<file path="src/rtl/core/line_raster_with_brush_unit_assert.svh">
// assertion macros for the line rasterizer with brush
// used by the top level only; no other dependencies
`ifndef LINE_RASTER_WITH_BRUSH_UNIT_ASSERT_SVH
`define LINE_RASTER_WITH_BRUSH_UNIT_ASSERT_SVH
`ifndef SYNTH
// condition must never be seen at a clock edge
`define LRB_ASSERT_NEVER(lbl, clk, rstn, cond) \
    lbl: assert property (@(posedge clk) disable iff (!rstn) !(cond)) \
        else $error("lrb: forbidden condition seen");
// antecedent at one edge implies consequent at the next
`define LRB_ASSERT_NEXT(lbl, clk, rstn, ante, cons) \
    lbl: assert property (@(posedge clk) disable iff (!rstn) (ante) |=> (cons)) \
        else $error("lrb: expected follow-up missing");
`else
`define LRB_ASSERT_NEVER(lbl, clk, rstn, cond)
`define LRB_ASSERT_NEXT(lbl, clk, rstn, ante, cons)
`endif
`endif

</file>
<file path="src/rtl/core/lrb_pkg.sv">
// shared types, codes and brush tables for the line rasterizer with brush
// no dependencies
package lrb_pkg;

    // coordinate width and derived widths
    localparam int COORD_BITS    = 12;
    localparam int DIFF_BITS     = COORD_BITS + 1;
    localparam int DEC_BITS      = COORD_BITS + 5;
    localparam int INC_BITS      = COORD_BITS + 4;
    localparam int IN_DATA_BITS  = ((4 * COORD_BITS + 7) / 8) * 8;
    localparam int OUT_DATA_BITS = ((2 * COORD_BITS + 7) / 8) * 8;

    // point queue between front and back
    localparam int PT_FIFO_DEPTH = 4;
    localparam int PT_PTR_BITS   = $clog2(PT_FIFO_DEPTH);
    localparam int PT_CNT_BITS   = $clog2(PT_FIFO_DEPTH + 1);

    // operation codes
    localparam logic OP_START   = 1'b0;
    localparam logic OP_ADVANCE = 1'b1;

    // octant cases
    localparam logic [1:0] OCT_SHALLOW_RISE = 2'd0;
    localparam logic [1:0] OCT_STEEP_RISE   = 2'd1;
    localparam logic [1:0] OCT_SHALLOW_FALL = 2'd2;
    localparam logic [1:0] OCT_STEEP_FALL   = 2'd3;

    // brush codes
    localparam logic [2:0] BRUSH_SINGLE = 3'd0;
    localparam logic [2:0] BRUSH_HPAIR  = 3'd1;
    localparam logic [2:0] BRUSH_VPAIR  = 3'd2;
    localparam logic [2:0] BRUSH_CROSS  = 3'd3;
    localparam logic [2:0] BRUSH_RING   = 3'd4;

    localparam logic signed [1:0] OFS_NEG  = -2'sd1;
    localparam logic signed [1:0] OFS_ZERO = 2'sd0;
    localparam logic signed [1:0] OFS_POS  = 2'sd1;

    typedef logic signed [COORD_BITS-1:0] coord_t;
    typedef logic signed [DIFF_BITS-1:0]  diff_t;
    typedef logic signed [DEC_BITS-1:0]   dec_t;
    typedef logic signed [INC_BITS-1:0]   inc_t;

    // one line point handed from front to back
    typedef struct packed {
        coord_t x;
        coord_t y;
        logic   done;
    } point_t;

    // number of neighbour pixels of a brush
    function automatic logic [3:0] brush_count(input logic [2:0] p);
        logic [3:0] n;
        case (p)
            BRUSH_HPAIR, BRUSH_VPAIR: n = 4'd2;
            BRUSH_CROSS:              n = 4'd4;
            BRUSH_RING:               n = 4'd8;
            default:                  n = 4'd0;
        endcase
        return n;
    endfunction

    // column offset of neighbour k
    function automatic logic signed [1:0] brush_dx(input logic [2:0] p,
                                                  input logic [2:0] k);
        logic signed [1:0] d;
        d = OFS_ZERO;
        case (p)
            BRUSH_HPAIR: d = (k == 3'd0) ? OFS_NEG : OFS_POS;
            BRUSH_CROSS: begin
                if (k == 3'd2)
                    d = OFS_NEG;
                else if (k == 3'd3)
                    d = OFS_POS;
            end
            BRUSH_RING: begin
                case (k)
                    3'd0, 3'd3, 3'd6: d = OFS_NEG;
                    3'd2, 3'd4, 3'd7: d = OFS_POS;
                    default:          d = OFS_ZERO;
                endcase
            end
            default: d = OFS_ZERO;
        endcase
        return d;
    endfunction

    // row offset of neighbour k
    function automatic logic signed [1:0] brush_dy(input logic [2:0] p,
                                                  input logic [2:0] k);
        logic signed [1:0] d;
        d = OFS_ZERO;
        case (p)
            BRUSH_VPAIR, BRUSH_CROSS: begin
                if (k == 3'd0)
                    d = OFS_NEG;
                else if (k == 3'd1)
                    d = OFS_POS;
            end
            BRUSH_RING: begin
                case (k)
                    3'd0, 3'd1, 3'd2: d = OFS_NEG;
                    3'd5, 3'd6, 3'd7: d = OFS_POS;
                    default:          d = OFS_ZERO;
                endcase
            end
            default: d = OFS_ZERO;
        endcase
        return d;
    endfunction

endpackage

</file>
<file path="src/rtl/core/lrb_front.sv">
// front part: accepts items, sets up lines and steps the midpoint loop
// depends on lrb_pkg
module lrb_front (
    input  logic                             aclk,
    input  logic                             aresetn,
    input  logic                             in_valid,
    output logic                             in_ready,
    input  logic                             in_operation,
    input  lrb_pkg::coord_t                  in_x_start,
    input  lrb_pkg::coord_t                  in_y_start,
    input  lrb_pkg::coord_t                  in_x_end,
    input  lrb_pkg::coord_t                  in_y_end,
    input  logic                             pt_full,
    output logic                             pt_push,
    output lrb_pkg::point_t                  pt_data
);

    localparam int C  = lrb_pkg::COORD_BITS;
    localparam int DB = lrb_pkg::DEC_BITS;
    localparam int IB = lrb_pkg::INC_BITS;

    // control state
    logic       pend_reg, pend_next;
    logic       active_reg, active_next;
    logic [1:0] oct_reg, oct_next;

    // line state
    lrb_pkg::coord_t px_reg, px_next, py_reg, py_next;
    lrb_pkg::coord_t stopx_reg, stopx_next, stopy_reg, stopy_next;
    lrb_pkg::dec_t   dec_reg, dec_next;
    lrb_pkg::inc_t   sinc_reg, sinc_next, dinc_reg, dinc_next;

    // setup stage of a start item
    lrb_pkg::coord_t sx0_reg, sx0_next, sy0_reg, sy0_next;
    lrb_pkg::coord_t sx1_reg, sx1_next, sy1_reg, sy1_next;
    lrb_pkg::diff_t  dx_reg, dx_next, dy_reg, dy_next;

    logic accept;
    logic swap;

    // classify terms
    lrb_pkg::diff_t ady;
    lrb_pkg::dec_t  dxe, dye, dx2, dy2;
    lrb_pkg::dec_t  c_dec, c_sinc, c_dinc;
    logic [1:0]     c_oct;

    // step terms
    logic            straight;
    logic            step_x, step_y;
    lrb_pkg::coord_t nx, ny;
    lrb_pkg::dec_t   inc_sel;

    assign in_ready = !pt_full && !pend_reg;
    assign accept   = in_valid && in_ready;
    assign swap     = in_x_start > in_x_end;

    // octant selection from the registered differences
    always_comb begin
        ady = dy_reg[C] ? -dy_reg : dy_reg;
        dxe = {{(DB-C-1){dx_reg[C]}}, dx_reg};
        dye = {{(DB-C-1){dy_reg[C]}}, dy_reg};
        dx2 = dxe + dxe;
        dy2 = dye + dye;
        if (!dy_reg[C] && dx_reg >= ady) begin
            c_oct  = lrb_pkg::OCT_SHALLOW_RISE;
            c_dec  = dy2 - dxe;
            c_sinc = dy2;
            c_dinc = dy2 - dx2;
        end else if (!dy_reg[C]) begin
            c_oct  = lrb_pkg::OCT_STEEP_RISE;
            c_dec  = dye - dx2;
            c_sinc = -dx2;
            c_dinc = dy2 - dx2;
        end else if (dx_reg >= ady) begin
            c_oct  = lrb_pkg::OCT_SHALLOW_FALL;
            c_dec  = dy2 + dxe;
            c_sinc = dy2;
            c_dinc = dy2 + dx2;
        end else begin
            c_oct  = lrb_pkg::OCT_STEEP_FALL;
            c_dec  = dye + dx2;
            c_sinc = dx2;
            c_dinc = dx2 + dy2;
        end
    end

    // one midpoint step with the tie rule of each octant
    always_comb begin
        case (oct_reg)
            lrb_pkg::OCT_SHALLOW_RISE: begin
                straight = (dec_reg <= 0);
                step_x   = 1'b1;
                step_y   = !straight;
            end
            lrb_pkg::OCT_STEEP_RISE: begin
                straight = (dec_reg > 0);
                step_x   = !straight;
                step_y   = 1'b1;
            end
            lrb_pkg::OCT_SHALLOW_FALL: begin
                straight = (dec_reg > 0);
                step_x   = 1'b1;
                step_y   = !straight;
            end
            default: begin
                straight = (dec_reg < 0);
                step_x   = !straight;
                step_y   = 1'b1;
            end
        endcase
        inc_sel = straight ? {{(DB-IB){sinc_reg[IB-1]}}, sinc_reg}
                           : {{(DB-IB){dinc_reg[IB-1]}}, dinc_reg};
        nx = px_reg + lrb_pkg::coord_t'(step_x);
        ny = oct_reg[1] ? py_reg - lrb_pkg::coord_t'(step_y)
                        : py_reg + lrb_pkg::coord_t'(step_y);
    end

    // item handling
    always_comb begin
        pend_next   = pend_reg;
        active_next = active_reg;
        oct_next    = oct_reg;
        px_next     = px_reg;
        py_next     = py_reg;
        stopx_next  = stopx_reg;
        stopy_next  = stopy_reg;
        dec_next    = dec_reg;
        sinc_next   = sinc_reg;
        dinc_next   = dinc_reg;
        sx0_next    = sx0_reg;
        sy0_next    = sy0_reg;
        sx1_next    = sx1_reg;
        sy1_next    = sy1_reg;
        dx_next     = dx_reg;
        dy_next     = dy_reg;
        pt_push     = 1'b0;
        pt_data     = '{x: px_reg, y: py_reg, done: 1'b0};
        if (pend_reg) begin
            // setup step of a start: load the line and emit its first point
            pend_next   = 1'b0;
            oct_next    = c_oct;
            dec_next    = c_dec;
            sinc_next   = c_sinc[IB-1:0];
            dinc_next   = c_dinc[IB-1:0];
            px_next     = sx0_reg;
            py_next     = sy0_reg;
            stopx_next  = sx1_reg;
            stopy_next  = sy1_reg;
            pt_push     = 1'b1;
            pt_data.x   = sx0_reg;
            pt_data.y   = sy0_reg;
            pt_data.done = c_oct[0] ? (sy0_reg == sy1_reg) : (sx0_reg == sx1_reg);
            active_next = !pt_data.done;
        end else if (accept) begin
            if (in_operation == lrb_pkg::OP_START) begin
                // ordering step of a start: order endpoints so x rises
                pend_next = 1'b1;
                sx0_next  = swap ? in_x_end   : in_x_start;
                sy0_next  = swap ? in_y_end   : in_y_start;
                sx1_next  = swap ? in_x_start : in_x_end;
                sy1_next  = swap ? in_y_start : in_y_end;
                dx_next   = swap ? {in_x_start[C-1], in_x_start} - {in_x_end[C-1], in_x_end}
                                 : {in_x_end[C-1], in_x_end} - {in_x_start[C-1], in_x_start};
                dy_next   = swap ? {in_y_start[C-1], in_y_start} - {in_y_end[C-1], in_y_end}
                                 : {in_y_end[C-1], in_y_end} - {in_y_start[C-1], in_y_start};
            end else if (active_reg) begin
                // advance: one step and emit the new point
                dec_next     = dec_reg + inc_sel;
                px_next      = nx;
                py_next      = ny;
                pt_push      = 1'b1;
                pt_data.x    = nx;
                pt_data.y    = ny;
                pt_data.done = oct_reg[0] ? (ny == stopy_reg) : (nx == stopx_reg);
                active_next  = !pt_data.done;
            end
        end
    end

    // control registers
    always_ff @(posedge aclk) begin
        if (!aresetn) begin
            pend_reg   <= 1'b0;
            active_reg <= 1'b0;
            oct_reg    <= lrb_pkg::OCT_SHALLOW_RISE;
        end else begin
            pend_reg   <= pend_next;
            active_reg <= active_next;
            oct_reg    <= oct_next;
        end
    end

    // line and setup payload
    always_ff @(posedge aclk) begin
        px_reg    <= px_next;
        py_reg    <= py_next;
        stopx_reg <= stopx_next;
        stopy_reg <= stopy_next;
        dec_reg   <= dec_next;
        sinc_reg  <= sinc_next;
        dinc_reg  <= dinc_next;
        sx0_reg   <= sx0_next;
        sy0_reg   <= sy0_next;
        sx1_reg   <= sx1_next;
        sy1_reg   <= sy1_next;
        dx_reg    <= dx_next;
        dy_reg    <= dy_next;
    end

endmodule

</file>
<file path="src/rtl/core/lrb_point_fifo.sv">
// small register queue of line points between front and back
// depends on lrb_pkg
module lrb_point_fifo (
    input  logic            aclk,
    input  logic            aresetn,
    input  logic            push,
    input  lrb_pkg::point_t push_data,
    output logic            full,
    input  logic            pop,
    output lrb_pkg::point_t head,
    output logic            empty
);

    localparam int PB = lrb_pkg::PT_PTR_BITS;
    localparam int CB = lrb_pkg::PT_CNT_BITS;

    lrb_pkg::point_t entry_reg [lrb_pkg::PT_FIFO_DEPTH];

    logic [PB-1:0] wr_ptr_reg, wr_ptr_next;
    logic [PB-1:0] rd_ptr_reg, rd_ptr_next;
    logic [CB-1:0] count_reg, count_next;

    assign full  = (count_reg == CB'(lrb_pkg::PT_FIFO_DEPTH));
    assign empty = (count_reg == '0);
    assign head  = entry_reg[rd_ptr_reg];

    // pointer and fill count update, wrapping at the depth
    always_comb begin
        wr_ptr_next = wr_ptr_reg;
        rd_ptr_next = rd_ptr_reg;
        count_next  = count_reg;
        if (push) begin
            wr_ptr_next = (wr_ptr_reg == PB'(lrb_pkg::PT_FIFO_DEPTH - 1)) ? '0
                                                                          : wr_ptr_reg + 1'b1;
        end
        if (pop) begin
            rd_ptr_next = (rd_ptr_reg == PB'(lrb_pkg::PT_FIFO_DEPTH - 1)) ? '0
                                                                          : rd_ptr_reg + 1'b1;
        end
        if (push && !pop)
            count_next = count_reg + 1'b1;
        else if (pop && !push)
            count_next = count_reg - 1'b1;
    end

    always_ff @(posedge aclk) begin
        if (!aresetn) begin
            wr_ptr_reg <= '0;
            rd_ptr_reg <= '0;
            count_reg  <= '0;
        end else begin
            wr_ptr_reg <= wr_ptr_next;
            rd_ptr_reg <= rd_ptr_next;
            count_reg  <= count_next;
        end
    end

    // entry storage
    always_ff @(posedge aclk) begin
        if (push)
            entry_reg[wr_ptr_reg] <= push_data;
    end

endmodule

</file>
<file path="src/rtl/core/lrb_brush_back.sv">
// back part: expands each queued point into brush pixels, one per unstalled cycle
// depends on lrb_pkg
module lrb_brush_back (
    input  logic            aclk,
    input  logic            aresetn,
    input  logic [2:0]      brush_pattern,
    input  lrb_pkg::point_t pt_head,
    input  logic            pt_empty,
    output logic            pt_pop,
    output logic            out_valid,
    input  logic            out_ready,
    output lrb_pkg::coord_t out_x,
    output lrb_pkg::coord_t out_y,
    output logic            out_last,
    output logic            out_done
);

    localparam int C = lrb_pkg::COORD_BITS;

    // current point and neighbour index
    logic            cur_valid_reg, cur_valid_next;
    lrb_pkg::point_t cur_reg, cur_next;
    logic [3:0]      k_reg, k_next;

    // output register
    logic            ovalid_reg, ovalid_next;
    lrb_pkg::coord_t ox_reg, ox_next, oy_reg, oy_next;
    logic            olast_reg, olast_next, odone_reg, odone_next;

    logic [2:0]        pat;
    logic [3:0]        n;
    logic              load, centre;
    logic signed [1:0] ofs_x, ofs_y;

    assign pat    = (brush_pattern <= lrb_pkg::BRUSH_RING) ? brush_pattern
                                                           : lrb_pkg::BRUSH_SINGLE;
    assign n      = lrb_pkg::brush_count(pat);
    assign ofs_x  = lrb_pkg::brush_dx(pat, k_reg[2:0]);
    assign ofs_y  = lrb_pkg::brush_dy(pat, k_reg[2:0]);
    assign load   = cur_valid_reg && (!ovalid_reg || out_ready);
    assign centre = (k_reg == n);
    assign pt_pop = !pt_empty && (!cur_valid_reg || (load && centre));

    assign out_valid = ovalid_reg;
    assign out_x     = ox_reg;
    assign out_y     = oy_reg;
    assign out_last  = olast_reg;
    assign out_done  = odone_reg;

    // pixel sequencing: neighbours in table order, then the centre
    always_comb begin
        cur_valid_next = cur_valid_reg;
        cur_next       = cur_reg;
        k_next         = k_reg;
        ovalid_next    = ovalid_reg && !out_ready;
        ox_next        = ox_reg;
        oy_next        = oy_reg;
        olast_next     = olast_reg;
        odone_next     = odone_reg;
        if (load) begin
            ovalid_next = 1'b1;
            odone_next  = cur_reg.done;
            if (centre) begin
                ox_next        = cur_reg.x;
                oy_next        = cur_reg.y;
                olast_next     = 1'b1;
                k_next         = '0;
                cur_valid_next = 1'b0;
            end else begin
                ox_next    = cur_reg.x + {{(C-2){ofs_x[1]}}, ofs_x};
                oy_next    = cur_reg.y + {{(C-2){ofs_y[1]}}, ofs_y};
                olast_next = 1'b0;
                k_next     = k_reg + 1'b1;
            end
        end
        if (pt_pop) begin
            cur_valid_next = 1'b1;
            cur_next       = pt_head;
            k_next         = '0;
        end
    end

    always_ff @(posedge aclk) begin
        if (!aresetn) begin
            cur_valid_reg <= 1'b0;
            k_reg         <= '0;
            ovalid_reg    <= 1'b0;
        end else begin
            cur_valid_reg <= cur_valid_next;
            k_reg         <= k_next;
            ovalid_reg    <= ovalid_next;
        end
    end

    // payload
    always_ff @(posedge aclk) begin
        cur_reg   <= cur_next;
        ox_reg    <= ox_next;
        oy_reg    <= oy_next;
        olast_reg <= olast_next;
        odone_reg <= odone_next;
    end

endmodule

</file>
<file path="src/rtl/core/line_raster_with_brush_unit.sv">
// top level of the line rasterizer with brush
// depends on lrb_pkg, lrb_front, lrb_point_fifo, lrb_brush_back and the assert header

// Midpoint line rasterizer with a brush. A start item (tuser 0) loads two
// endpoints and gives the first point; each advance item (tuser 1) gives the
// next point, and an advance with no line running gives nothing. Every point
// leaves as a run of pixels: the brush neighbours in fixed order, then the
// centre with tlast set; tuser carries line_done on every pixel of the final
// point. The front handles a start item as endpoint ordering, then octant
// setup; it then drops each point into a four-entry queue. The brush
// expander behind the queue sends one pixel per cycle while m_tready holds,
// so a point gives 1, 3, 5 or 9 pixels for brush single, pair, cross or
// full ring, and the result port sets the sustained rate. The input accepts
// while the queue has room and no start is in setup. The brush register
// must only be written while no run is in flight.
module line_raster_with_brush_unit (
    input  logic                              aclk,
    input  logic                              aresetn,
    // configuration
    input  logic                              cfg_we,
    input  logic [2:0]                        cfg_wdata,    // brush_pattern
    // input items
    input  logic                              s_tvalid,
    output logic                              s_tready,
    input  logic [lrb_pkg::IN_DATA_BITS-1:0]  s_tdata,      // x_start, y_start, x_end, y_end
    input  logic [0:0]                        s_tuser,      // operation
    // result items
    output logic                              m_tvalid,
    input  logic                              m_tready,
    output logic [lrb_pkg::OUT_DATA_BITS-1:0] m_tdata,      // pixel_x, pixel_y
    output logic                              m_tlast,      // run_last
    output logic [0:0]                        m_tuser       // line_done
);

`include "line_raster_with_brush_unit_assert.svh"

    localparam int C = lrb_pkg::COORD_BITS;

    logic [2:0] brush_reg;

    logic            pt_push, pt_full, pt_pop, pt_empty;
    lrb_pkg::point_t pt_in, pt_head;

    lrb_pkg::coord_t pix_x, pix_y;
    logic            pix_done;

    logic            start_taken;

    // brush register
    always_ff @(posedge aclk) begin
        if (!aresetn)
            brush_reg <= lrb_pkg::BRUSH_SINGLE;
        else if (cfg_we)
            brush_reg <= cfg_wdata;
    end

    // front: item intake and line stepping
    lrb_front u_front (
        .aclk         (aclk),
        .aresetn      (aresetn),
        .in_valid     (s_tvalid),
        .in_ready     (s_tready),
        .in_operation (s_tuser[0]),
        .in_x_start   (s_tdata[C-1:0]),
        .in_y_start   (s_tdata[2*C-1:C]),
        .in_x_end     (s_tdata[3*C-1:2*C]),
        .in_y_end     (s_tdata[4*C-1:3*C]),
        .pt_full      (pt_full),
        .pt_push      (pt_push),
        .pt_data      (pt_in)
    );

    // point queue
    lrb_point_fifo u_fifo (
        .aclk      (aclk),
        .aresetn   (aresetn),
        .push      (pt_push),
        .push_data (pt_in),
        .full      (pt_full),
        .pop       (pt_pop),
        .head      (pt_head),
        .empty     (pt_empty)
    );

    // back: brush expansion
    lrb_brush_back u_back (
        .aclk          (aclk),
        .aresetn       (aresetn),
        .brush_pattern (brush_reg),
        .pt_head       (pt_head),
        .pt_empty      (pt_empty),
        .pt_pop        (pt_pop),
        .out_valid     (m_tvalid),
        .out_ready     (m_tready),
        .out_x         (pix_x),
        .out_y         (pix_y),
        .out_last      (m_tlast),
        .out_done      (pix_done)
    );

    // result packing
    assign m_tdata    = lrb_pkg::OUT_DATA_BITS'({pix_y, pix_x});
    assign m_tuser[0] = pix_done;

    // checks
    assign start_taken = s_tvalid && s_tready && (s_tuser[0] == lrb_pkg::OP_START);

    `LRB_ASSERT_NEVER(a_fifo_no_overflow, aclk, aresetn, pt_push && pt_full)
    `LRB_ASSERT_NEVER(a_fifo_no_underflow, aclk, aresetn, pt_pop && pt_empty)
    `LRB_ASSERT_NEXT(a_start_blocks_intake, aclk, aresetn, start_taken, !s_tready)
    `LRB_ASSERT_NEXT(a_run_continues, aclk, aresetn, m_tvalid && m_tready && !m_tlast, m_tvalid)

endmodule
</file>
<file path="config.mk">
export PLATFORM = sky130hd
export DESIGN_NAME = line_raster_with_brush_unit
export DESIGN_NICKNAME = d
export VERILOG_FILES = /design/src/rtl/core/lrb_pkg.sv /design/src/rtl/core/lrb_front.sv /design/src/rtl/core/lrb_point_fifo.sv /design/src/rtl/core/lrb_brush_back.sv /design/src/rtl/core/line_raster_with_brush_unit.sv
export VERILOG_INCLUDE_DIRS = /design/src /design/src/rtl/core
export SDC_FILE = /design/constraint.sdc
export NUM_CORES = 1
export LEC_CHECK = 0
export ABC_AREA = 1
export BUFFER_PORTS_ARGS = -buffer_cell sky130_fd_sc_hd__buf_4
export CELL_PAD_IN_SITES_DETAIL_PLACEMENT = 0
export CELL_PAD_IN_SITES_GLOBAL_PLACEMENT = 1
export CORE_MARGIN = 4
export CORE_UTILIZATION = 35
export CTS_CLUSTER_DIAMETER = 120
export DETAILED_ROUTE_END_ITERATION = 6
export GPL_ROUTABILITY_DRIVEN = 0
export HOLD_SLACK_MARGIN = 0.02
export PLACE_DENSITY = 0.63
export SETUP_SLACK_MARGIN = 0.3
export SKIP_CTS_REPAIR_TIMING = 1
export SYNTH_ARGS = -nofsm -noshare
export SYNTH_HDL_FRONTEND = slang
export SYNTH_SLANG_ARGS = --single-unit
</file>
<file path="constraint.sdc">
create_clock -name aclk -period 7 [get_ports aclk]
set_input_delay 0 -clock aclk [delete_from_list [all_inputs] [get_ports aclk]]
set_output_delay 0 -clock aclk [all_outputs]
set_load 0.02 [all_outputs]
</file>
==> flow_metrics.tcl <==
set metrics [dict create \
    die_y_um 268 \
    max_freq_mhz 203 \
    grtUsageTotal 0.182 \
    post-synth-top-area-cell "edfxtp_1" \
    timing.final.crit_share 0.704 \
    ctsLongestPathBuffers 3 \
    synth_edf_count 319 \
    yosys_register_bits 339 \
    peakVddDrop_mv 0.148 \
    core.rowCount 94 \
    synth.top_cells.by_count "nand2_1 (580), inv_1 (327), edfxtp_1 (319), o21ai_0 (271), ha_1 (205)" \
    skew_ns 0.0223 \
    first_pass_iters 5 \
    setup_viol 0 \
    h-tree-depth 2 \
    power.leakage_uw 0.0116 \
    dp.cells 3651 \
    rr_endpoint "u_front.dec_reg[10]$_DFFE_PP_" \
    tightest_slew_ns 1.15 \
    cp.depth 23 \
    core-area_sq_um 66300 \
    crit_end "u_front.dec_reg[10]$_DFFE_PP_" \
    rsz0062_at_grt "no" \
    grt_pass1_wl_mm 103 \
    numCtsBuffers 40 \
    wl_per_cell_um 17.6 \
    fin_util 0.409 \
    synthTopCellsByArea "edfxtp_1 (41%), ha_1 (11%), nand2_1 (9.2%)" \
    start_kind "flop" \
    status "finished, violations left" \
    ios 85 \
    min_period_ns 4.93 \
    cp-end-kind "flop" \
    relSlewSlack 0.234 \
    synth_ff_type "edfxtp_1" \
    synth_area_per_cell_sq_um 8.50 \
    syn2layout_area_growth_pct 15.1 \
    fin_setup_tns_ns 0 \
    synthesis.nets 3051 \
    cp_num_buf_inv 5 \
    layout-drive-gt1-share 0.0684 \
    viasPerCell 5.07 \
    routed_wl_mm 67.1 \
    vias 19300 \
    yosysWarnings 0 \
    die_x_um 268 \
    cp.required_ns 7.33 \
    cts_sinks 339 \
    insertion_delay_ns 0.57 \
    path_class "flop to flop" \
    hold_ws_ns -0.0154 \
    yosysUniqueCellTypes 67 \
    hold_violations 1 \
    synth_compound_area_frac 0.150 \
    overflow 0 \
    hold_class "primary input to flop" \
    yosys.area_share.simple 0.178 \
    drc_errors 0 \
    cts_tree "yes" \
    crit_family "simple AND/OR/NAND/NOR gates" \
    ff2ff_path_depth 23 \
    r2r-start "u_front.dy_reg[1]$_DFFE_PP_" \
    largest_reg_flops 100 \
    synthMostInstantiatedCell "nand2_1" \
    clk_pin_slew_worst_paths_ns 0.06 \
    synth_top_family_by_area "simple AND/OR/NAND/NOR gates" \
    grt_antenna_before_repair 5 \
    start_util 0.356 \
    synth_area_sq_um 23600 \
    stdcell_count 3804 \
    drtAntennaViolNets 0 \
    worst-r2r-setup-slack_ns 2.07 \
    dieArea_sq_um 71700 \
    io_buffers 84 \
    grt_pass1_vias 18100 \
    yosysSeqAreaShare 0.423 \
    cp_data_arrival_time_ns 5.25 \
    violations "negative hold slack" \
    synth_top_area_frac 0.406 \
    drv_cap 0 \
    syn_inst 2776 \
    synthAdderAreaFrac 0.120 \
    report.final.slew_viol_count 0 \
    cpMaxStageDelayCell "edfxtp_1" \
    p_per_area_nw_per_um2 315 \
    fin_nets 3186 \
    synthMuxAreaShare 0.00212 \
    cts_root_buffer "clkbuf_16" \
    worstPathMaxFanout 25 \
    synthXorXnorAreaFrac 0.0550 \
    drt_iter0_drc 1294 \
    cp_slowest_stage_delay_ns 0.55 \
    crit_chain "inv_1 > ha_1 > inv_1 > nor3_1 > nor3b_1 > inv_1 > nor2_1 > nor2_1 > xor2_1 > inv_1 > ha_1 > a21oi_1 > o21ai_0 > a21oi_1 > nand2_1 > nand2_1 > nand3_2 > nand2_1 > clkinv_1 > nand3_1 > nand2_1 > a21oi_1 > nor2_1" \
    grt_max_degree 75 \
    ys_async_sr_fraction 0 \
    cp-startpoint "u_front.dy_reg[1]$_DFFE_PP_" \
    hpwlAfterDp_mm 51.1 \
]
final cells by class:
| class | count | area [sq um] |
|---|---|---|
| clock buffer | 54 | 1110 |
| inverter | 335 | 1260 |
| fill | 6641 | 39200 |
| clock inverter | 16 | 198 |
| tap | 864 | 1080 |
| timing repair buffer | 181 | 1560 |
| antenna | 1 | 2.50 |
| multi-input combinational | 2014 | 12000 |
| sequential | 339 | 9980 |
worst reg2reg max path, cell delays in order (launching register included):
cell	delay [ns]
edfxtp_1	0.55
inv_1	0.27
ha_1	0.20
inv_1	0.06
nor3_1	0.19
nor3b_1	0.21
inv_1	0.08
nor2_1	0.17
nor2_1	0.07
xor2_1	0.16
inv_1	0.06
ha_1	0.31
a21oi_1	0.15
o21ai_0	0.11
a21oi_1	0.18
nand2_1	0.07
nand2_1	0.07
nand3_2	0.41
nand2_1	0.54
clkinv_1	0.37
nand3_1	0.19
nand2_1	0.06
a21oi_1	0.14
nor2_1	0.05
cells in the final DEF (no fill, tap or decap), types with 9 or more instances in the layout:
master / netlist / routed
xnor2_1: 40 / 40
fa_1: 13 / 13
nand3_1: 114 / 114
o21bai_1: 12 / 12
dlygate4sd3_1: 0 / 82
a31oi_1: 18 / 18
nand4_1: 34 / 34
dfxtp_1: 20 / 19
nor3_1: 36 / 36
o21ai_1: 21 / 21
inv_1: 327 / 327
a21oi_1: 202 / 202
o22ai_1: 35 / 35
nor4_1: 9 / 9
o211ai_1: 12 / 12
clkbuf_1: 44 / 11
xor2_1: 103 / 103
buf_4: 1 / 99
nand2_1: 580 / 580
clkbuf_16: 0 / 42
nor2_1: 202 / 196
ha_1: 205 / 205
o21ai_0: 271 / 271
edfxtp_1: 319 / 319
metrics by stage:
| stage | cell area [sq um] | total power [uW] | setup slack, ns | hold WS, ns |
|---|---|---|---|---|
| global route | 27200 | 9180 | 1.53 | 0.0282 |
| CTS | 26300 | 8560 | 2.04 | -0.415 |
| detailed placement | 25000 | 6460 | 2.06 | 0.201 |
| floorplan | 23600 | 5380 | 1.62 | 0.0785 |
| global placement | 25000 | 6430 | 2.13 | 0.203 |
| finish | 27200 | 8550 | 2.07 | -0.0154 |
how the worst min path moves through the flow:
| stage | startpoint | endpoint | slack [ns] | cells past startpoint |
|---|---|---|---|---|
| floorplan | s_tuser | u_front.pend_reg$_SDFF_PP0_ | 0.08 | 1 |
| global placement | s_tuser | u_front.pend_reg$_SDFF_PP0_ | 0.20 | 2 |
| global route | s_tvalid | u_front.active_reg$_SDFFE_PN0P_ | 0.03 | 6 |
| CTS | s_tuser | u_front.pend_reg$_SDFF_PP0_ | -0.42 | 2 |
| finish | s_tvalid | u_front.active_reg$_SDFFE_PN0P_ | -0.02 | 6 |
| detailed placement | s_tuser | u_front.pend_reg$_SDFF_PP0_ | 0.20 | 2 |
logic make-up after synthesis:
family	Yosys count
fa+ha+maj	218
xor+xnor	145
buf+inv	423
mux	5
flops	339
simple gates	1009
compound gates	637
routing by layer:
metal,vias up,global-route usage,wire length [um]
li1,9768,-,-
met1,8957,0.266,32200
met2,479,0.280,29100
met3,91,0.0303,4000
met4,0,0.0501,1770
met5,-,0,0
where the power goes:
part	switching, uW	internal [uW]
clock	865	1200
combinational	2320	1210
sequential	229	2730
Note: power is estimated with default switching activity, not from simulation.
